**src/hw/rtl/sld_pkg.sv**
```systemverilog
// Shared constants, codes and the result record of the frame detector.
// No dependencies; the files that use it refer to it by scoped names.
package sld_pkg;

  localparam int unsigned COUNT_BITS_DEF = 16;
  localparam logic [15:0] MAX_LEN_RST    = 16'd1024;

  localparam logic [7:0]  HEAD_BYTE   = 8'hFF;
  localparam logic [7:0]  TAIL_BYTE   = 8'hFE;
  localparam int unsigned CHECK_LEN   = 4;
  localparam int unsigned FIXED_BYTES = 12;

  // Fixed frame offsets, head byte at zero.
  localparam int unsigned OFF_SEQ   = 5;
  localparam int unsigned OFF_CMD   = 6;
  localparam int unsigned OFF_LEN0  = 7;
  localparam int unsigned OFF_LEN1  = 8;
  localparam int unsigned OFF_LEN2  = 9;
  localparam int unsigned OFF_LEN3  = 10;

  localparam logic [1:0] ST_BUSY     = 2'd0;
  localparam logic [1:0] ST_GOOD     = 2'd1;
  localparam logic [1:0] ST_NO_TAIL  = 2'd2;
  localparam logic [1:0] ST_TOO_LONG = 2'd3;

  typedef struct packed {
    logic [7:0]  data_byte;
    logic [15:0] offset;
    logic [7:0]  seq_num;
    logic [7:0]  cmd_code;
    logic [15:0] payload_len;
    logic        last;
    logic [1:0]  status;
  } res_t;

  // Check bytes "ABCD" after the head.
  function automatic logic [7:0] check_byte(input logic [1:0] idx);
    logic [7:0] val;
    unique case (idx)
      2'd0: val = 8'h41;
      2'd1: val = 8'h42;
      2'd2: val = 8'h43;
      default: val = 8'h44;
    endcase
    return val;
  endfunction

endpackage

```
**src/hw/rtl/sld_cfg.sv**
```systemverilog
// APB register block of the frame detector: holds the maximum frame length.
// Depends on sld_pkg.
module sld_cfg (
  input  logic        clk_i,
  input  logic        rst_ni,
  input  logic        psel,
  input  logic        penable,
  input  logic        pwrite,
  input  logic [2:0]  paddr,
  input  logic [31:0] pwdata,
  output logic [31:0] prdata,
  output logic        pready,
  output logic [15:0] max_len_o
);

  localparam logic IDX_MAX_LEN = 1'b0;

  logic [15:0] max_len_q;
  logic        wr_en;

  assign pready = 1'b1;
  assign wr_en  = psel && penable && pwrite && (paddr[2] == IDX_MAX_LEN);

  always_ff @(posedge clk_i or negedge rst_ni) begin
    if (!rst_ni) begin
      max_len_q <= sld_pkg::MAX_LEN_RST;
    end else if (wr_en) begin
      max_len_q <= pwdata[15:0];
    end
  end

  always_comb begin
    prdata = '0;
    if (paddr[2] == IDX_MAX_LEN) begin
      prdata = {16'd0, max_len_q};
    end
  end

  assign max_len_o = max_len_q;

endmodule

```
**src/hw/rtl/sld_in_reg.sv**
```systemverilog
// Input register of the frame detector: captures one received byte per transaction.
// Depends on nothing; the top level tells it when the held byte is consumed.
module sld_in_reg (
  input  logic       clk_i,
  input  logic       rst_ni,
  input  logic       valid_i,
  output logic       ready_o,
  input  logic [7:0] byte_i,
  input  logic       go_i,
  output logic       valid_o,
  output logic [7:0] byte_o
);

  logic       vld_q;
  logic [7:0] byte_q;

  assign ready_o = !vld_q || go_i;

  always_ff @(posedge clk_i or negedge rst_ni) begin
    if (!rst_ni) begin
      vld_q <= 1'b0;
    end else if (ready_o) begin
      vld_q <= valid_i;
    end
  end

  always_ff @(posedge clk_i) begin
    if (ready_o && valid_i) begin
      byte_q <= byte_i;
    end
  end

  assign valid_o = vld_q;
  assign byte_o  = byte_q;

endmodule

```
**src/hw/rtl/sld_core.sv**
```systemverilog
// Frame parser of the frame detector: head hunt, check bytes, header fields,
// length limit and tail check. Depends on sld_pkg.
module sld_core #(
  parameter int unsigned COUNT_BITS = sld_pkg::COUNT_BITS_DEF
) (
  input  logic             clk_i,
  input  logic             rst_ni,
  input  logic             valid_i,
  input  logic [7:0]       byte_i,
  input  logic             go_i,
  input  logic [15:0]      max_len_i,
  output logic             res_valid_o,
  output sld_pkg::res_t    res_o
);

  localparam logic [1:0] PH_HUNT  = 2'd0;
  localparam logic [1:0] PH_CHECK = 2'd1;
  localparam logic [1:0] PH_FRAME = 2'd2;

  localparam logic [COUNT_BITS-1:0] CNT_ONE   = COUNT_BITS'(1);
  localparam logic [COUNT_BITS-1:0] CNT_CHECK = COUNT_BITS'(sld_pkg::CHECK_LEN);
  localparam logic [COUNT_BITS-1:0] CNT_SEQ   = COUNT_BITS'(sld_pkg::OFF_SEQ);
  localparam logic [COUNT_BITS-1:0] CNT_CMD   = COUNT_BITS'(sld_pkg::OFF_CMD);
  localparam logic [COUNT_BITS-1:0] CNT_LEN0  = COUNT_BITS'(sld_pkg::OFF_LEN0);
  localparam logic [COUNT_BITS-1:0] CNT_LEN1  = COUNT_BITS'(sld_pkg::OFF_LEN1);
  localparam logic [COUNT_BITS-1:0] CNT_LEN2  = COUNT_BITS'(sld_pkg::OFF_LEN2);
  localparam logic [COUNT_BITS-1:0] CNT_LEN3  = COUNT_BITS'(sld_pkg::OFF_LEN3);
  localparam logic [COUNT_BITS-1:0] TAIL_ADD  = COUNT_BITS'(sld_pkg::OFF_LEN3 + 1);
  localparam logic [32:0] FIXED_W  = 33'(sld_pkg::FIXED_BYTES);
  localparam logic [32:0] CNT_SPAN = 33'd1 << COUNT_BITS;

  logic [1:0]            phase_q, phase_d;
  logic [COUNT_BITS-1:0] cnt_q, cnt_d, cnt_inc;
  logic [7:0]            seq_q, seq_d;
  logic [7:0]            cmd_q, cmd_d;
  logic [31:0]           len_q, len_d;
  logic [32:0]           total;
  logic                  too_long;
  logic                  tail_hit;

  assign cnt_inc  = cnt_q + CNT_ONE;
  assign total    = {1'b0, len_d} + FIXED_W;
  assign too_long = (total > {17'd0, max_len_i}) || (total > CNT_SPAN);
  assign tail_hit = (cnt_q > CNT_LEN3) && (cnt_q == (len_q[COUNT_BITS-1:0] + TAIL_ADD));

  always_comb begin
    phase_d     = phase_q;
    cnt_d       = cnt_q;
    seq_d       = seq_q;
    cmd_d       = cmd_q;
    len_d       = len_q;
    res_valid_o = 1'b0;

    unique case (phase_q)
      PH_CHECK: begin
        if (byte_i == sld_pkg::check_byte(2'(cnt_q[1:0] - 2'd1))) begin
          cnt_d = cnt_inc;
          if (cnt_q == CNT_CHECK) begin
            phase_d = PH_FRAME;
            seq_d   = '0;
            cmd_d   = '0;
            len_d   = '0;
          end
        end else if (byte_i == sld_pkg::HEAD_BYTE) begin
          cnt_d = CNT_ONE;
        end else begin
          phase_d = PH_HUNT;
          cnt_d   = '0;
        end
      end
      PH_FRAME: begin
        res_valid_o = valid_i;
        if (cnt_q == CNT_SEQ) seq_d = byte_i;
        if (cnt_q == CNT_CMD) cmd_d = byte_i;
        if (cnt_q == CNT_LEN0) len_d[7:0]   = byte_i;
        if (cnt_q == CNT_LEN1) len_d[15:8]  = byte_i;
        if (cnt_q == CNT_LEN2) len_d[23:16] = byte_i;
        if (cnt_q == CNT_LEN3) len_d[31:24] = byte_i;
        if (((cnt_q == CNT_LEN3) && too_long) || tail_hit) begin
          phase_d = PH_HUNT;
          cnt_d   = '0;
        end else begin
          cnt_d = cnt_inc;
        end
      end
      default: begin
        // Head hunt; the unused phase code behaves the same.
        if (byte_i == sld_pkg::HEAD_BYTE) begin
          phase_d = PH_CHECK;
          cnt_d   = CNT_ONE;
        end else begin
          phase_d = PH_HUNT;
        end
      end
    endcase
  end

  always_comb begin
    res_o.data_byte   = byte_i;
    res_o.offset      = 16'(cnt_q);
    res_o.seq_num     = seq_d;
    res_o.cmd_code    = cmd_d;
    res_o.payload_len = '0;
    res_o.last        = 1'b0;
    res_o.status      = sld_pkg::ST_BUSY;
    if (cnt_q >= CNT_LEN3) begin
      res_o.payload_len = (|len_d[31:16]) ? 16'hFFFF : len_d[15:0];
    end
    if (cnt_q == CNT_LEN3) begin
      if (too_long) begin
        res_o.last   = 1'b1;
        res_o.status = sld_pkg::ST_TOO_LONG;
      end
    end else if (tail_hit) begin
      res_o.last   = 1'b1;
      res_o.status = (byte_i == sld_pkg::TAIL_BYTE) ? sld_pkg::ST_GOOD : sld_pkg::ST_NO_TAIL;
    end
  end

  always_ff @(posedge clk_i or negedge rst_ni) begin
    if (!rst_ni) begin
      phase_q <= PH_HUNT;
      cnt_q   <= '0;
      seq_q   <= '0;
      cmd_q   <= '0;
      len_q   <= '0;
    end else if (go_i) begin
      phase_q <= phase_d;
      cnt_q   <= cnt_d;
      seq_q   <= seq_d;
      cmd_q   <= cmd_d;
      len_q   <= len_d;
    end
  end

endmodule

```
**src/hw/rtl/sld_out_reg.sv**
```systemverilog
// Result register of the frame detector: holds one result until it is taken.
// Depends on sld_pkg for the result record.
module sld_out_reg (
  input  logic          clk_i,
  input  logic          rst_ni,
  input  logic          load_i,
  input  sld_pkg::res_t res_i,
  output logic          valid_o,
  input  logic          ready_i,
  output sld_pkg::res_t res_o
);

  logic          vld_q;
  sld_pkg::res_t res_q;

  always_ff @(posedge clk_i or negedge rst_ni) begin
    if (!rst_ni) begin
      vld_q <= 1'b0;
    end else if (load_i) begin
      vld_q <= 1'b1;
    end else if (ready_i) begin
      vld_q <= 1'b0;
    end
  end

  always_ff @(posedge clk_i) begin
    if (load_i) begin
      res_q <= res_i;
    end
  end

  assign valid_o = vld_q;
  assign res_o   = res_q;

endmodule

```
**src/hw/rtl/sync_length_frame_detector.sv**
```systemverilog
// Length-prefixed frame detector, top level.
// Results: an accepted byte waits in the input register; its result is loaded into the result register.
// Throughput: one byte per cycle, set by the single-pass parser between input and
// result registers; a full, unread result register stalls the input.
// Reset: asynchronous active low; returns to head hunt, max frame length 1024.
// Depends on sld_pkg, sld_cfg, sld_in_reg, sld_core and sld_out_reg.
module sync_length_frame_detector #(
  parameter int unsigned COUNT_BITS = sld_pkg::COUNT_BITS_DEF
) (
  input  logic        clk_i,
  input  logic        rst_ni,
  // Byte input channel
  input  logic        in_valid_i,
  output logic        in_ready_o,
  input  logic [7:0]  rx_byte_i,
  // Result channel
  output logic        out_valid_o,
  input  logic        out_ready_i,
  output logic [7:0]  data_byte_o,
  output logic [15:0] offset_o,
  output logic [7:0]  seq_num_o,
  output logic [7:0]  cmd_code_o,
  output logic [15:0] payload_len_o,
  output logic        last_o,
  output logic [1:0]  status_o,
  // Configuration port
  input  logic        psel,
  input  logic        penable,
  input  logic        pwrite,
  input  logic [2:0]  paddr,
  input  logic [31:0] pwdata,
  output logic [31:0] prdata,
  output logic        pready
);

  logic          s1_valid;
  logic [7:0]    s1_byte;
  logic          go;
  logic          res_valid;
  logic [15:0]   max_len;
  sld_pkg::res_t res;
  sld_pkg::res_t res_out;

  // Advance the held byte when it makes no result, or when the result
  // register is empty or being drained in this cycle.
  assign go = s1_valid && (!res_valid || !out_valid_o || out_ready_i);

  sld_cfg u_cfg (
    .clk_i     (clk_i),
    .rst_ni    (rst_ni),
    .psel      (psel),
    .penable   (penable),
    .pwrite    (pwrite),
    .paddr     (paddr),
    .pwdata    (pwdata),
    .prdata    (prdata),
    .pready    (pready),
    .max_len_o (max_len)
  );

  sld_in_reg u_in_reg (
    .clk_i   (clk_i),
    .rst_ni  (rst_ni),
    .valid_i (in_valid_i),
    .ready_o (in_ready_o),
    .byte_i  (rx_byte_i),
    .go_i    (go),
    .valid_o (s1_valid),
    .byte_o  (s1_byte)
  );

  // Hunt, check, field capture and frame end decision, all in one pass.
  sld_core #(
    .COUNT_BITS (COUNT_BITS)
  ) u_core (
    .clk_i       (clk_i),
    .rst_ni      (rst_ni),
    .valid_i     (s1_valid),
    .byte_i      (s1_byte),
    .go_i        (go),
    .max_len_i   (max_len),
    .res_valid_o (res_valid),
    .res_o       (res)
  );

  // Hold a finished result until the downstream transaction completes.
  sld_out_reg u_out_reg (
    .clk_i   (clk_i),
    .rst_ni  (rst_ni),
    .load_i  (go && res_valid),
    .res_i   (res),
    .valid_o (out_valid_o),
    .ready_i (out_ready_i),
    .res_o   (res_out)
  );

  assign data_byte_o   = res_out.data_byte;
  assign offset_o      = res_out.offset;
  assign seq_num_o     = res_out.seq_num;
  assign cmd_code_o    = res_out.cmd_code;
  assign payload_len_o = res_out.payload_len;
  assign last_o        = res_out.last;
  assign status_o      = res_out.status;

endmodule

```
**config.mk**
```make
export PLATFORM = sky130hd
export DESIGN_NAME = sync_length_frame_detector
export DESIGN_NICKNAME = d
export VERILOG_FILES = /design/src/hw/rtl/sld_pkg.sv /design/src/hw/rtl/sld_cfg.sv /design/src/hw/rtl/sld_in_reg.sv /design/src/hw/rtl/sld_core.sv /design/src/hw/rtl/sld_out_reg.sv /design/src/hw/rtl/sync_length_frame_detector.sv
export SDC_FILE = /design/constraint.sdc
export NUM_CORES = 1
export LEC_CHECK = 0
export BUFFER_PORTS_ARGS = -buffer_cell sky130_fd_sc_hd__buf_4
export CAP_MARGIN = 25
export CORE_MARGIN = 3
export CORE_UTILIZATION = 50
export DETAILED_ROUTE_END_ITERATION = 6
export PLACE_DENSITY = 0.77
export SLEW_MARGIN = 20
export SYNTH_ARGS = -nofsm -noshare
export SYNTH_HDL_FRONTEND = slang
export SYNTH_HIERARCHICAL = 1
export SYNTH_SLANG_ARGS = --single-unit
```
**constraint.sdc**
```tcl
create_clock -name clk_i -period 5.8 [get_ports clk_i]
set_input_delay 0.87 -clock clk_i [delete_from_list [all_inputs] [get_ports clk_i]]
set_output_delay 0.87 -clock clk_i [all_outputs]
set_load 0.05 [all_outputs]
```
==> flow_summary_export.csv, run 1 <==
group,metric,value,unit
clock_network,path_clk_slew,70,ps
sta,slew_viol_final,0,
layout,post-route-util,62.9,%
synth,synth_top_area_cell,"dfrtp_1",
sta,min_period_over_period,96.7,%
worst_setup_path,worstSetupStartpoint,"u_core/cnt_q[1]",
worst_setup_path,path_class,"reg -> reg",
worst_setup_path,cpPeakStageDelay,460,ps
route,drc_errors,1,
sta,clock.fmax,178,MHz
power,p_leak,4.48,nW
synth,synth_area,8810,sq um
layout,stdcell_count,1216,
grt,grtUsageMet2,36.4,%
outcome,violations,"design-rule violations",
route,wl_per_cell,18.4,microns
worst_setup_path,crit_path_max_fanout,11,
die,rows,47,
worst_setup_path,cp-endpoint,"u_core/cnt_q[7]",
worst_setup_path,r2r-end,"u_core/cnt_q[7]",
die,dieArea,19300,sq um
grt,busiest_layer,"met2",
place,io_buffers,108,
grt,grtUsageMet1,31.9,%
worst_setup_path,crit_required,6120,ps
layout,final_layout_size_suffix_gt1_share,28.1,%
sta,setup_ws,189,ps
synth,yosysMostFrequentCell,"dfrtp_1",
grt,antenna_found_initial,0,
die,fp.dieW,139,microns
synth,synth_edf_count,67,
worst_setup_path,reg2reg_setup_slack,190,ps
die,die_y,139,microns
grt,track_usage,23.1,%
synth,synth.top_cells.by_count,"dfrtp_1 (83), edfxtp_1 (67), nor2_1 (61), nand2_1 (60), a21oi_1 (59)",
route,vias,7178,
layout,num_antenna_cells,0,
synth,avgSynthCellArea,10.3,sq um
worst_setup_path,reg2reg_depth,25,
synth,ys_seq_elements,151,
synth,ys.flop_type,"dfrtp_1",
worst_setup_path,cpLargestDelayFamily,"compound AO/OA/AOI/OAI gates",
run,maxCapViolCount,0,
clock_network,cts_tree,"yes",
synth,yosysSeqAreaShare,46.7,%
die,core_area,16900,sq um
place,place_inst,1180,
min_path,hold_path_class,"in -> async",
layout,stdcell_area,10600,sq um
route,drtPass1Iterations,7,
power,p_total,3.79,mW
place,place_congestion,0.945,
clock_network,clockBufferDepth,2,
route,totalWireLength,22400,microns
synth,async_reset_ff_share,55.6,%
clock_network,cts_root_buffer,"clkbuf_16",
sta,worstMarginPinSlew,885,ps
clock_network,clock_latency,420,ps
power,ir_drop,0.224,mV
sta,skew,11.3,ps
synth,ys_warn_count,6,
worst_setup_path,worstSetupEndpointType,"register",
clock_network,htreeDepth,4,
grt,grt_pass1_vias,6917,
place,place_area,10000,sq um
worst_setup_path,crit_arrival,5930,ps
worst_setup_path,worst-path-buf-inv,3,
grt,met3_usage,4.93,%
grt,grt-ovfl-total,0,
die,boundaryPins,144,
route,detail-route-antenna-nets,0,
worst_setup_path,timing.rr.start,"u_core/cnt_q[1]",
worst_setup_path,crit_slowest_cell,"a2111o_1",
route,drt_iter0_drc,693,
synth,synthDistinctLibCells,81,
clock_network,ctsHoldBuffers,0,
synth,synth_top_area_share,23.6,%
synth,synth_cells,854,
route,vias_per_cell,5.90,
sta,fin_tns_setup,0,ps
power,power_density,356,nW/um^2
outcome,status,"complete, but fails checks",
place,place_hpwl,16100,microns
place,pre_cts_ws,77.0,ps
clock_network,numCtsBuffers,17,
sta,final-setup-viol-count,0,
sta,whs,299,ps
grt,grt_max_degree,69,
synth,synth_area_leaders,"dfrtp_1 (24%), edfxtp_1 (23%), ha_1 (3.6%)",
layout,layout.nets,1058,
clock_network,cts.sinks,151,
worst_setup_path,start_kind,"register",
sta,relSlewSlack,41.0,%
die,start_util,52.0,%
worst_setup_path,crit_cells,25,
sta,timing_hold_violations_final,0,
sta,fin_crit,5610,ps
layout,area_delta_synth_final,20.9,%
grt,grt_pass1_wl,36100,microns
## worst reg2reg max path: stages, from the launching register on
cell and delay, ps:
dfrtp_1 370, inv_1 120, ha_1 280, xor2_1 190, mux2i_1 290, a21bo_2 230, nand2_1 120, a22oi_2 240
ha_2 230, inv_1 80, and3_1 160, a32o_1 230, nand4_1 130, xor2_1 200, ha_1 270, a21o_1 170
a21o_1 180, a21oi_1 180, o21ai_0 150, a2111o_1 460, a211oi_2 270, nand4_2 200, o21ai_4 220, nand3b_2 120
buf_12 160, o311ai_2 260
## layer usage
layer,vias up,wire (microns)
met4,0,467
met3,36,1470
li1,3358,-
met5,-,0
met2,302,10400
met1,3482,10000
## cell families after synthesis
family	share of synthesized area (%)
adder cells (fa/ha/maj)	3.55
multiplexers	5.21
other	0.0852
AND/OR/NAND/NOR	18.0
flip-flops	46.7
AO/OA/AOI/OAI	16.8
XOR/XNOR	3.28
buffers and inverters	6.32
## placed cells by master (no fill, tap or decap), drive strengths merged, types with 4 or more instances in the layout
cell type	instances
o21a	6
conb	17
buf	169
or3	11
dfrtp	83
xor2	8
xnor2	25
nor4	11
nor2	61
and4	4
ha	25
edfxtp	67
nand2	60
or2	5
nand4	23
nand3	18
nand3b	6
and3	11
o311ai	7
inv	48
and2	13
a21oi	59
mux2	33
or4	7
a22o	27
clkinv	4
a31oi	10
clkbuf	18
nor2b	16
a21o	8
o22ai	6
nor3	15
a22oi	28
nand2b	4
o21ai	25
and2b	6
mux2i	5
## repair_timing
action / 4_1_cts / 5_1_grt
endpoints found under the setup margin: 0 / 21
gates resized for setup: 0 / 11
buffers inserted: 0 / 4
## worst min path at each step
stage                startpoint  depth (start not counted)                  end  slack (ps)
2_1_floorplan   u_core/cnt_q[9]                          0  u_out_reg/res_o[44]         420
3_3_place_gp   u_core/len_q[28]                          2     u_core/len_q[28]         490
3_5_place_dp    u_core/seq_q[3]                          1      u_core/seq_q[3]         500
4_1_cts                  rst_ni                          1   u_cfg/max_len_o[1]         290
5_1_grt                  rst_ni                          1   u_cfg/max_len_o[1]         300
6_report                 rst_ni                          1   u_cfg/max_len_o[1]         300
## flip-flops by register name, summed over array words and instances (netlist names)
signal	flops
u_core/seq_q	8
u_core/cnt_q	16
u_core/phase_q	2
u_out_reg/valid_o	1
u_out_reg/res_o	59
u_core/cmd_q	8
u_in_reg/valid_o	1
u_in_reg/byte_o	8
u_cfg/max_len_o	16
u_core/len_q	32
## area by class of cell
| class | instances | area, sq um |
|---|---|---|
| Multi-Input combinational cell | 603 | 4250 |
| Clock buffer | 18 | 429 |
| Tap cell | 220 | 275 |
| Clock inverter | 14 | 136 |
| Fill cell | 1376 | 6290 |
| Timing Repair Buffer | 169 | 1280 |
| Inverter | 41 | 154 |
| Sequential cell | 151 | 4120 |
## power breakdown
part | leakage [nW] | internal (mW) | switching [mW] | total, mW
Clock | 0.274 | 0.601 | 0.473 | 1.07
Combinational | 2.64 | 0.586 | 0.751 | 1.34
Sequential | 1.57 | 1.24 | 0.144 | 1.38
Total | 4.48 | 2.42 | 1.37 | 3.79
No activity file was read; power rests on OpenSTA's default activity.
==> inputs of run 2 (changes only) <==
--- a/config.mk
+++ b/config.mk
@@ -7,10 +7,12 @@
 export LEC_CHECK = 0
 export BUFFER_PORTS_ARGS = -buffer_cell sky130_fd_sc_hd__buf_4
 export CAP_MARGIN = 25
+export CELL_PAD_IN_SITES_DETAIL_PLACEMENT = 1
+export CELL_PAD_IN_SITES_GLOBAL_PLACEMENT = 1
 export CORE_MARGIN = 3
-export CORE_UTILIZATION = 50
+export CORE_UTILIZATION = 40
 export DETAILED_ROUTE_END_ITERATION = 6
-export PLACE_DENSITY = 0.77
+export PLACE_DENSITY = 0.79
 export SLEW_MARGIN = 20
 export SYNTH_ARGS = -nofsm -noshare
 export SYNTH_HDL_FRONTEND = slang
==> flow_summary_export.csv, run 2 (synthesis results as in run 1) <==
group,metric,value,unit
power,power_density,366,nW/um^2
die,rows,53,
layout,largest_reg_flops,59,
layout,final_common_cell,"buf_4",
worst_setup_path,crit_slowest_cell,"a2111o_1",
power,ir_drop,0.194,mV
layout,final_layout_size_suffix_gt1_share,29.8,%
worst_setup_path,timing.rr.start,"u_core/phase_q[0]",
worst_setup_path,worstSetupEndpointType,"register",
place,io_buffers,108,
worst_setup_path,start_kind,"register",
route,totalWireLength,27100,microns
worst_setup_path,crit_path_max_fanout,11,
grt,grt_max_degree,79,
worst_setup_path,cp-endpoint,"u_core/cnt_q[7]",
die,dieArea,23800,sq um
clock_network,clockBufferDepth,2,
route,detail-route-antenna-nets,0,
die,core_area,21400,sq um
grt,grt_pass1_vias,7756,
layout,layout.nets,1072,
layout,area_delta_synth_final,23.8,%
min_path,hold_path_class,"in -> async",
sta,skew,10.5,ps
die,boundaryPins,144,
worst_setup_path,cpPeakStageDelay,450,ps
worst_setup_path,reg2reg_setup_slack,180,ps
outcome,status,"completed",
die,start_util,41.3,%
grt,grt-ovfl-total,0,
worst_setup_path,path_class,"reg -> reg",
run,maxCapViolCount,0,
place,place_inst,1253,
clock_network,ctsHoldBuffers,0,
power,p_leak,4.57,nW
clock_network,cts_tree,"yes",
grt,track_usage,22.4,%
layout,num_antenna_cells,0,
worst_setup_path,worstSetupStartpoint,"u_core/phase_q[0]",
sta,min_period_over_period,96.9,%
clock_network,path_clk_slew,70,ps
sta,timing_hold_violations_final,0,
clock_network,htreeDepth,4,
grt,antenna_found_initial,0,
layout,stdcell_count,1285,
die,die_y,154,microns
route,drt_iter0_drc,420,
sta,setup_ws,177,ps
worst_setup_path,reg2reg_depth,25,
route,wl_per_cell,21.1,microns
die,fp.dieW,154,microns
worst_setup_path,cpLargestDelayFamily,"compound AO/OA/AOI/OAI gates",
clock_network,clock_latency,430,ps
layout,final_cell_mix,"buf_4 (179), dfrtp_1 (83), edfxtp_1 (67), nor2_1 (60), nand2_1 (59)",
worst_setup_path,r2r-end,"u_core/cnt_q[7]",
clock_network,cts.sinks,151,
sta,clock.fmax,178,MHz
route,vias,7389,
place,place_hpwl,19000,microns
route,drtPass1Iterations,5,
sta,worstMarginPinSlew,873,ps
clock_network,numCtsBuffers,17,
route,drc_errors,0,
route,vias_per_cell,5.75,
worst_setup_path,worst-path-buf-inv,3,
sta,fin_crit,5620,ps
sta,relSlewSlack,41.8,%
place,pre_cts_ws,140,ps
sta,slew_viol_final,0,
power,p_total,4.00,mW
place,place_congestion,0.866,
clock_network,cts_root_buffer,"clkbuf_16",
place,place_area,10200,sq um
worst_setup_path,crit_arrival,5950,ps
layout,fillers,2360,
sta,final-setup-viol-count,0,
worst_setup_path,crit_required,6130,ps
worst_setup_path,crit_cells,25,
layout,stdcell_area,10900,sq um
grt,grt_pass1_wl,42700,microns
[run 2: routing by layer]
layer  global-route usage [%]  up-vias  part of all wire, %
met3                     4.78       39                  5.9
met2                     37.3      235                   48
met4                     6.43        0                  1.9
li1                         -     3375                    -
met1                     29.6     3740                   44
met5                        0        -                    0
[run 2: layout make-up]
| type | instances | area [sq um] | area share [%] |
|---|---|---|---|
| multi-input cells | 603 | 4290 | 39.3 |
| flip-flops and latches | 151 | 4120 | 37.7 |
| repair buffers | 183 | 1400 | 12.8 |
| clock buffers | 17 | 425 | 3.90 |
| well taps | 275 | 344 | 3.15 |
| clock inverters | 15 | 184 | 1.69 |
| inverters | 41 | 154 | 1.41 |
[run 2: timing repair]
item	CTS	global route
gates resized for setup	0	18
setup endpoints to repair	0	21
setup buffers	0	0
[run 2: how the worst min path moves through the flow]
stage                    startpoint                   to  slack [ps]
finish                       rst_ni     u_core/cnt_q[14]         260
global route                 rst_ni     u_core/cnt_q[10]         250
CTS                          rst_ni     u_core/cnt_q[14]         250
detailed placement  u_core/cnt_q[9]  u_out_reg/res_o[44]         460
global placement    u_core/cnt_q[9]  u_out_reg/res_o[44]         460
floorplan           u_core/cnt_q[9]  u_out_reg/res_o[44]         420
[run 2: metrics by stage]
stage	util, %	TNS (ps)	hold slack (ps)
2_1_floorplan	-	0	420
3_3_place_gp	47.9	0	455
6_report	51.1	0	255
5_1_grt	51.1	-29.7	253
3_5_place_dp	47.9	0	463
4_1_cts	50.7	0	246
[run 2: power by group]
| group | leakage, nW | switching [mW] | internal (mW) |
|---|---|---|---|
| Clock | 0.289 | 0.532 | 0.620 |
| Combinational | 2.71 | 0.825 | 0.628 |
| Sequential | 1.57 | 0.154 | 1.24 |
==> inputs of run 3 (changes only) <==
--- a/config.mk
+++ b/config.mk
@@ -10,9 +10,10 @@
 export CELL_PAD_IN_SITES_DETAIL_PLACEMENT = 1
 export CELL_PAD_IN_SITES_GLOBAL_PLACEMENT = 1
 export CORE_MARGIN = 3
-export CORE_UTILIZATION = 40
+export CORE_UTILIZATION = 45
 export DETAILED_ROUTE_END_ITERATION = 6
-export PLACE_DENSITY = 0.79
+export GPL_TIMING_DRIVEN = 0
+export PLACE_DENSITY = 0.83
 export SLEW_MARGIN = 20
 export SYNTH_ARGS = -nofsm -noshare
 export SYNTH_HDL_FRONTEND = slang
==> constraint.sdc (replaced) <==
create_clock -name clk_i -period 5.64 [get_ports clk_i]
set_input_delay 0 -clock clk_i [delete_from_list [all_inputs] [get_ports clk_i]]
set_output_delay 0 -clock clk_i [all_outputs]
set_load 0.05 [all_outputs]
==> flow_summary_export.csv, run 3 (synthesis results as in run 1) <==
group,metric,value,unit
layout,final_common_cell,"buf_4",
die,boundaryPins,144,
worst_setup_path,reg2reg_depth,22,
worst_setup_path,crit_cells,22,
die,core_area,19000,sq um
grt,track_usage,27.6,%
die,fp.dieW,146,microns
sta,min_period_over_period,102,%
layout,regArea,4130,sq um
worst_setup_path,cp-endpoint,"u_core/cnt_q[13]",
worst_setup_path,reg2reg_setup_slack,-120,ps
layout,fillers,1993,
run,maxCapViolCount,0,
route,detail-route-antenna-nets,0,
grt,antenna_found_initial,0,
outcome,violations,"negative setup slack",
clock_network,numCtsBuffers,17,
power,power_density,363,nW/um^2
place,place_hpwl,19800,microns
worst_setup_path,crit_required,5980,ps
worst_setup_path,start_kind,"register",
layout,largest_reg_flops,59,
worst_setup_path,timing.rr.start,"u_core/cnt_q[0]",
grt,grt_pass1_wl,46500,microns
layout,final_layout_size_suffix_gt1_share,33.3,%
grt,grt_pass1_vias,8328,
route,vias_per_cell,6.19,
die,start_util,46.5,%
place,io_buffers,108,
layout,num_antenna_cells,0,
clock_network,cts_tree,"yes",
worst_setup_path,worst-path-buf-inv,4,
min_path,hold_path_class,"in -> reg",
worst_setup_path,crit_path_max_fanout,6,
sta,timing_hold_violations_final,0,
sta,clock.fmax,174,MHz
die,dieArea,21300,sq um
route,drt_iter0_drc,739,
power,p_total,4.29,mW
worst_setup_path,cpLargestDelayFamily,"compound AO/OA/AOI/OAI gates",
route,wl_per_cell,24.9,microns
clock_network,htreeDepth,4,
route,totalWireLength,33600,microns
sta,final-setup-viol-count,14,
route,vias,8364,
clock_network,cts.sinks,151,
route,drtPass1Iterations,5,
worst_setup_path,r2r-end,"u_core/cnt_q[13]",
power,ir_drop,0.210,mV
sta,skew,15.7,ps
worst_setup_path,path_class,"reg -> reg",
layout,final_cell_mix,"buf_4 (192), dfrtp_1 (75), edfxtp_1 (67), nor2_1 (59)",
clock_network,clock_latency,440,ps
sta,slew_viol_final,0,
route,drc_errors,0,
die,die_y,146,microns
sta,worstMarginPinSlew,923,ps
layout,area_delta_synth_final,34.3,%
sta,relSlewSlack,38.5,%
clock_network,path_clk_slew,70,ps
clock_network,clockBufferDepth,2,
sta,fin_tns_setup,-895,ps
worst_setup_path,crit_arrival,6100,ps
sta,rsz0062_at_grt,"true",
grt,grt_max_degree,85,
layout,post-route-util,62.4,%
sta,fin_crit,5760,ps
clock_network,cts_root_buffer,"clkbuf_16",
outcome,status,"complete, but fails checks",
layout,layout.nets,1153,
worst_setup_path,path_cells,"inv_4, ha_4, xor2_4, mux2i_4, buf_4, a21boi_2, o21ai_0, a22oi_1, nand4_1, buf_6, or2b_1, xor2_1, ha_1, a21oi_2, o21ai_2, a2111o_1, a211oi_2, nand4_2, o21ai_4, nand3b_4, buf_12, o31ai_2",
power,p_leak,4.99,nW
worst_setup_path,worstSetupStartpoint,"u_core/cnt_q[0]",
place,place_congestion,0.930,
die,rows,50,
sta,setup_ws,-123,ps
worst_setup_path,worstSetupEndpointType,"register",
grt,grt-ovfl-total,0,
worst_setup_path,cpPeakStageDelay,440,ps
layout,multi_input_area,4580,sq um
worst_setup_path,crit_slowest_cell,"dfrtp_2",
## run 3: cell count changes in the layout (fill, tap and decap cells not counted), sizes merged
cell / delta
clkbuf: +31
dlygate4sd3: +27
buf: +23
clkinvlp: -3
clkinv: +2
bufinv: +1
## run 3: final cells by class
type,count,area share (%)
Tap cell,260,2.75
Sequential cell,151,34.9
Timing Repair Buffer,198,13.6
Buffer,66,3.54
Inverter,41,1.32
Multi-Input combinational cell,603,38.7
Clock buffer,17,3.60
Clock inverter,15,1.59
## run 3: repair_timing
item,in CTS,in global routing
hold endpoints to repair,117,0
pin swaps,15,30
gates cloned,0,1
hold buffers,27,0
buffers inserted,18,42
resized for setup,40,60
endpoints found under the setup margin,21,21
## run 3: how the worst min path moves through the flow
| stage | startpoint | endpoint | slack, ps | depth (start not counted) |
|---|---|---|---|---|
| 6_report | penable | u_cfg/max_len_o[11] | 20 | 3 |
| 3_3_place_gp | rx_byte_i[1] | u_in_reg/byte_o[1] | 190 | 1 |
| 4_1_cts | penable | u_cfg/max_len_o[11] | 20 | 3 |
| 5_1_grt | penable | u_cfg/max_len_o[11] | 20 | 3 |
| 2_1_floorplan | rst_ni | u_cfg/max_len_o[0] | -300 | 0 |
| 3_5_place_dp | rst_ni | u_cfg/max_len_o[1] | 130 | 1 |
## run 3: through the flow
step / instances / setup WS [ps] / hold slack [ps] / instance area [sq um]
finish: 1351 / -123 / 20.9 / 11800
global route: 1351 / -271 / 23.4 / 11800
CTS: 1312 / -1.63 / 21.1 / 11200
detailed placement: 1239 / -1380 / 135 / 10100
global placement: 1237 / -1140 / 191 / 10000
floorplan: 869 / 64.9 / -296 / 8880
## run 3: worst register-to-register path, cell delays in order (launching register included)
cell and delay, ps:
dfrtp_2 440, inv_4 90, ha_4 220, xor2_4 200
mux2i_4 220, buf_4 170, a21boi_2 380, o21ai_0 220
a22oi_1 390, nand4_1 260, buf_6 190, or2b_1 230
xor2_1 160, ha_1 360, a21oi_2 200, o21ai_2 90
a2111o_1 430, a211oi_2 240, nand4_2 240, o21ai_4 330
nand3b_4 160, buf_12 180, o31ai_2 270
## run 3: routing by layer
metal	wire length, microns	GRT usage [%]	vias up
li1	-	-	3569
met3	2520	6.76	117
met2	17100	48.4	482
met5	0	0	-
met4	1380	10.9	0
met1	12600	32.7	4196
## run 3: power breakdown
group	switching [mW]	internal, mW	total [mW]
Combinational	0.939	0.702	1.64
Sequential	0.164	1.27	1.44
Clock	0.539	0.675	1.21
